### config.mk
export PLATFORM = sky130hd
export DESIGN_NAME = srsa_ram
export DESIGN_NICKNAME = d
export VERILOG_FILES = /design/src/srsa_ram.sv
export SDC_FILE = /design/constraint.sdc
export NUM_CORES = 1
export LEC_CHECK = 0
export BUFFER_PORTS_ARGS = -buffer_cell sky130_fd_sc_hd__buf_2
export CORE_MARGIN = 10
export CORE_UTILIZATION = 54
export DETAILED_ROUTE_END_ITERATION = 10
export PLACE_DENSITY_LB_ADDON = 0.12
export SLEW_MARGIN = 25
export SYNTH_ARGS = -nofsm -noshare
export SYNTH_HDL_FRONTEND = slang
export SYNTH_SLANG_ARGS = --single-unit
### constraint.sdc
create_clock -name clk -period 1.89 [get_ports clk]
set_input_delay 0.378 -clock clk [delete_from_list [all_inputs] [get_ports clk]]
set_output_delay 0.378 -clock clk [all_outputs]
set_load 0.01 [all_outputs]
### src/srsa_ram.sv
// Generic simple dual port RAM, one write port, one registered read port.
`default_nettype none
module srsa_ram #(
	parameter int WIDTH = 8,
	parameter int DEPTH = 16
) (
	input  wire logic                                   clk,
	input  wire logic                                   we,
	input  wire logic [(DEPTH > 1 ? $clog2(DEPTH) : 1)-1:0] waddr,
	input  wire logic [WIDTH-1:0]                       wdata,
	input  wire logic                                   re,
	input  wire logic [(DEPTH > 1 ? $clog2(DEPTH) : 1)-1:0] raddr,
	output logic      [WIDTH-1:0]                       rdata
);
	logic [WIDTH-1:0] mem [DEPTH];

	always_ff @(posedge clk) begin
		if (we)
			mem[waddr] <= wdata;
		if (re)
			rdata <= mem[raddr];
	end
endmodule
`default_nettype wire

==> summary.md <==
| Metric | Value |
|---|---|
| Full die area | `14000 µm²` |
| Post-synth EDFFs | `approximately 140` |
| Max-cap violation count | `0` |
| Clk sinks | `about 140` |
| Worst setup EP type | `register` |
| Layout cells sized above 1 | `0.331` |
| Required time worst endpoint | `2.13 ns` |
| Ys Warns | `0` |
| Layout area overhead | `19.0%` |
| Worst rel slew slack | `0.722` |
| Non-Filler Instances | `~430` |
| Final setup violation count | `0` |
| Hold Path End | `rdata[7]$_DFFE_PP_` |
| Status | `complete, no violations` |
| H-tree depth | `4` |
| Clock Tree Buf Depth | `2` |
| IO Count | `27` |
| Clock-pin slew on the worst setup and hold paths | `around 0.060 ns` |
| Final Net Count | `310` |
| Unrepaired setup endpoints after global routing | `no` |
| Router iterations before antenna repair | `4` |
| Crit path kind | `register to register` |
| Mapped Cells | `between 200 and 250` |
| Reg2Reg Capture Point | `rdata[1]$_DFFE_PP_` |
| Dominant cell type by area after synthesis | `edfxtp_1` |
| Fin Clk Skew | `0.00557 ns` |
| Wire length per cell | `~23 µm` |
| Synth area leaders | `edfxtp_1 78%, mux4_2 7.8%, mux4_1 7.0%` |
| Final Wtd Congestion | `around 0.76` |
| Hold Crit Depth | `1` |
| Via density | `between 5 and 6` |
| Drc violations | `0` |
| FF+latch count, synth | `~140` |
| Power consumption | `6.74 mW` |
| Fin. max-slew vios | `0` |
| Initial core utilization | `0.560` |
| Hold slack | `0.232 ns` |
| R2r setup slk | `roughly 0.37 ns` |
| Min cycle time layout | `between 1.5 and 2 ns` |
| Worst slew pin tran | `0.416 ns` |
| Synth Cell Area | `between 5000 and 6000 µm²` |
| PortBufs | `26` |
| Pin count of the biggest net entering global routing | `33` |
| Startpoint Class | `register` |
| Leak | `roughly 2.1 nW` |
| Number of global-route vias before repair | `~2600` |
| First-iteration detailed-routing DRC count | `roughly 220` |
| Number of CTS-inserted buffers | `17` |
| CTS Hold Bufs | `0` |
| PnR worst setup slack | `0.367 ns` |
| FP Rows | `35` |
| Vias | `~2500` |
| Post-CTS Setup Repair Bufs | `0` |
| Final hold vios | `0` |
| TritonCTS clock tree | `done` |
| Skew-Pair Late Insertion Delay | `~0.5 ns` |
| CTS root buf | `clkbuf_8` |
| GR Overflow Total | `0` |
| Die Y-Extent | `roughly 120 µm` |
| Crit-path max FO | `1` |
| Syn Area/Cell | `between 20 and 25 µm²` |
| Die W | `between 100 and 150 µm` |
| Diode count | `0` |
| First-pass GRT wire length | `~15000 µm` |
| R2r startpoint | `mem[10][1]$_DFFE_PP_` |
| Pwr dens | `1080 nW/µm²` |
| Syn Nets | `~250` |
| Yosys cell types | `18` |
| Final WL | `roughly 10000 µm` |
| Initial antenna violation count | `0` |
| Hold WC Path Type | `primary input to register` |
| Top post-synthesis cells by count | `136 x edfxtp_1, 18 x mux4_2, 16 x a22oi_1` |
| Top cell type's share of synthesized area | `0.781` |
| Most common cell in the synthesized netlist | `edfxtp_1` |
| Post-CTS Resized | `0` |
| Fmax | `656 MHz` |
| Dpl ws | `-0.0181 ns` |
| Post-layout util | `0.667` |
| # fillers | `between 500 and 600` |
| Seq/Total Area, Yosys | `0.781` |
| Cells after DPL | `401` |
| Post-route clock period utilization | `0.806` |
| R2R depth | `3` |
| Core Box Area | `slightly above 9000 µm²` |
| Worst hold start | `re` |
| Final ANT Viol Nets | `0` |
| GRT Total Usage | `0.150` |
| Main synth FF type | `edfxtp_1` |
| Peak VDD IR | `approximately 630 µV` |
| Hpwl dp | `6450 µm` |
| FFs w/ async S/R, synth | `0` |
| Worst EP arrival | `about 1.8 ns` |
[cell families (layout without fill, tap and decap cells)]
family	after synthesis	after routing	share of synthesized area
AO/OA/AOI/OAI	16	16	0.0230
buffers and inverters	10	83	0.0165
flip-flops	136	136	0.781
multiplexers	32	32	0.148
AND/OR/NAND/NOR	35	35	0.0314
[metal layers]
| layer | vias up | global-route usage | wire length, µm | part of all wire |
|---|---|---|---|---|
| met5 | - | 0 | 0 | 0 |
| met4 | 0 | 0.0481 | 56 | 0.0056 |
| met3 | 5 | 0.0505 | 730 | 0.073 |
| met2 | 83 | 0.227 | 4900 | 0.49 |
| met1 | 1257 | 0.200 | 4310 | 0.43 |
| li1 | 1105 | - | - | - |
[how the worst max path moves through the flow]
stage / startpoint / end / cells past startpoint
floorplan: waddr[2] / mem[0][0]$_DFFE_PP_ / 2
global placement: raddr[0] / rdata[2]$_DFFE_PP_ / 5
detailed placement: raddr[0] / rdata[0]$_DFFE_PP_ / 5
CTS: mem[1][5]$_DFFE_PP_ / rdata[5]$_DFFE_PP_ / 3
global route: mem[1][5]$_DFFE_PP_ / rdata[5]$_DFFE_PP_ / 3
finish: mem[10][1]$_DFFE_PP_ / rdata[1]$_DFFE_PP_ / 3
[layout by cell type (no fill, tap or decap)]
cell type,n
clkinv_4,3
nand2_1,9
buf_2,26
and2_1,1
nand2b_1,2
clkinvlp_4,4
clkinv_1,2
clkbuf_8,1
nand3b_1,2
bufinv_16,2
nor2b_1,1
and2b_1,1
clkbuf_16,16
nor3_1,4
clkinv_2,2
edfxtp_1,136
mux4_2,18
or3b_2,1
mux4_1,14
nand3_1,1
nor2_1,13
buf_4,24
buf_12,3
a22oi_1,16
[critical path, cell delays in order, from the launching register on]
cell and delay [ns]:
edfxtp_1 0.39, mux4_1 0.54, a22oi_1 0.22, nand2_1 0.11
[through the flow]
step | setup TNS (ns) | area, µm²
final | 0 | 6220
after global routing | 0 | 6220
after CTS | 0 | 6220
after detailed placement | -0.0413 | 5670
after global placement | -0.0193 | 5670
after floorplan | 0 | 5230
[sequential cells by signal, summed over array words and instances (netlist names)]
name,cells
rdata,8
mem,128
[final cells by class]
cell class                      count  area (µm²)  share of cell area
Tap cell                          129         161              0.0259
Clock inverter                     13         134              0.0215
Sequential cell                   136        4080               0.656
Timing Repair Buffer               53         370              0.0595
Clock buffer                       17         414              0.0666
Multi-Input combinational cell     83        1060               0.170
[power breakdown]
group	total (mW)	switching [mW]	internal [mW]
Clock	3.00	1.15	1.85
Sequential	3.41	0.0157	3.40
Combinational	0.324	0.181	0.143
Total	6.74	1.35	5.39
(Power assumes the default switching activity.)
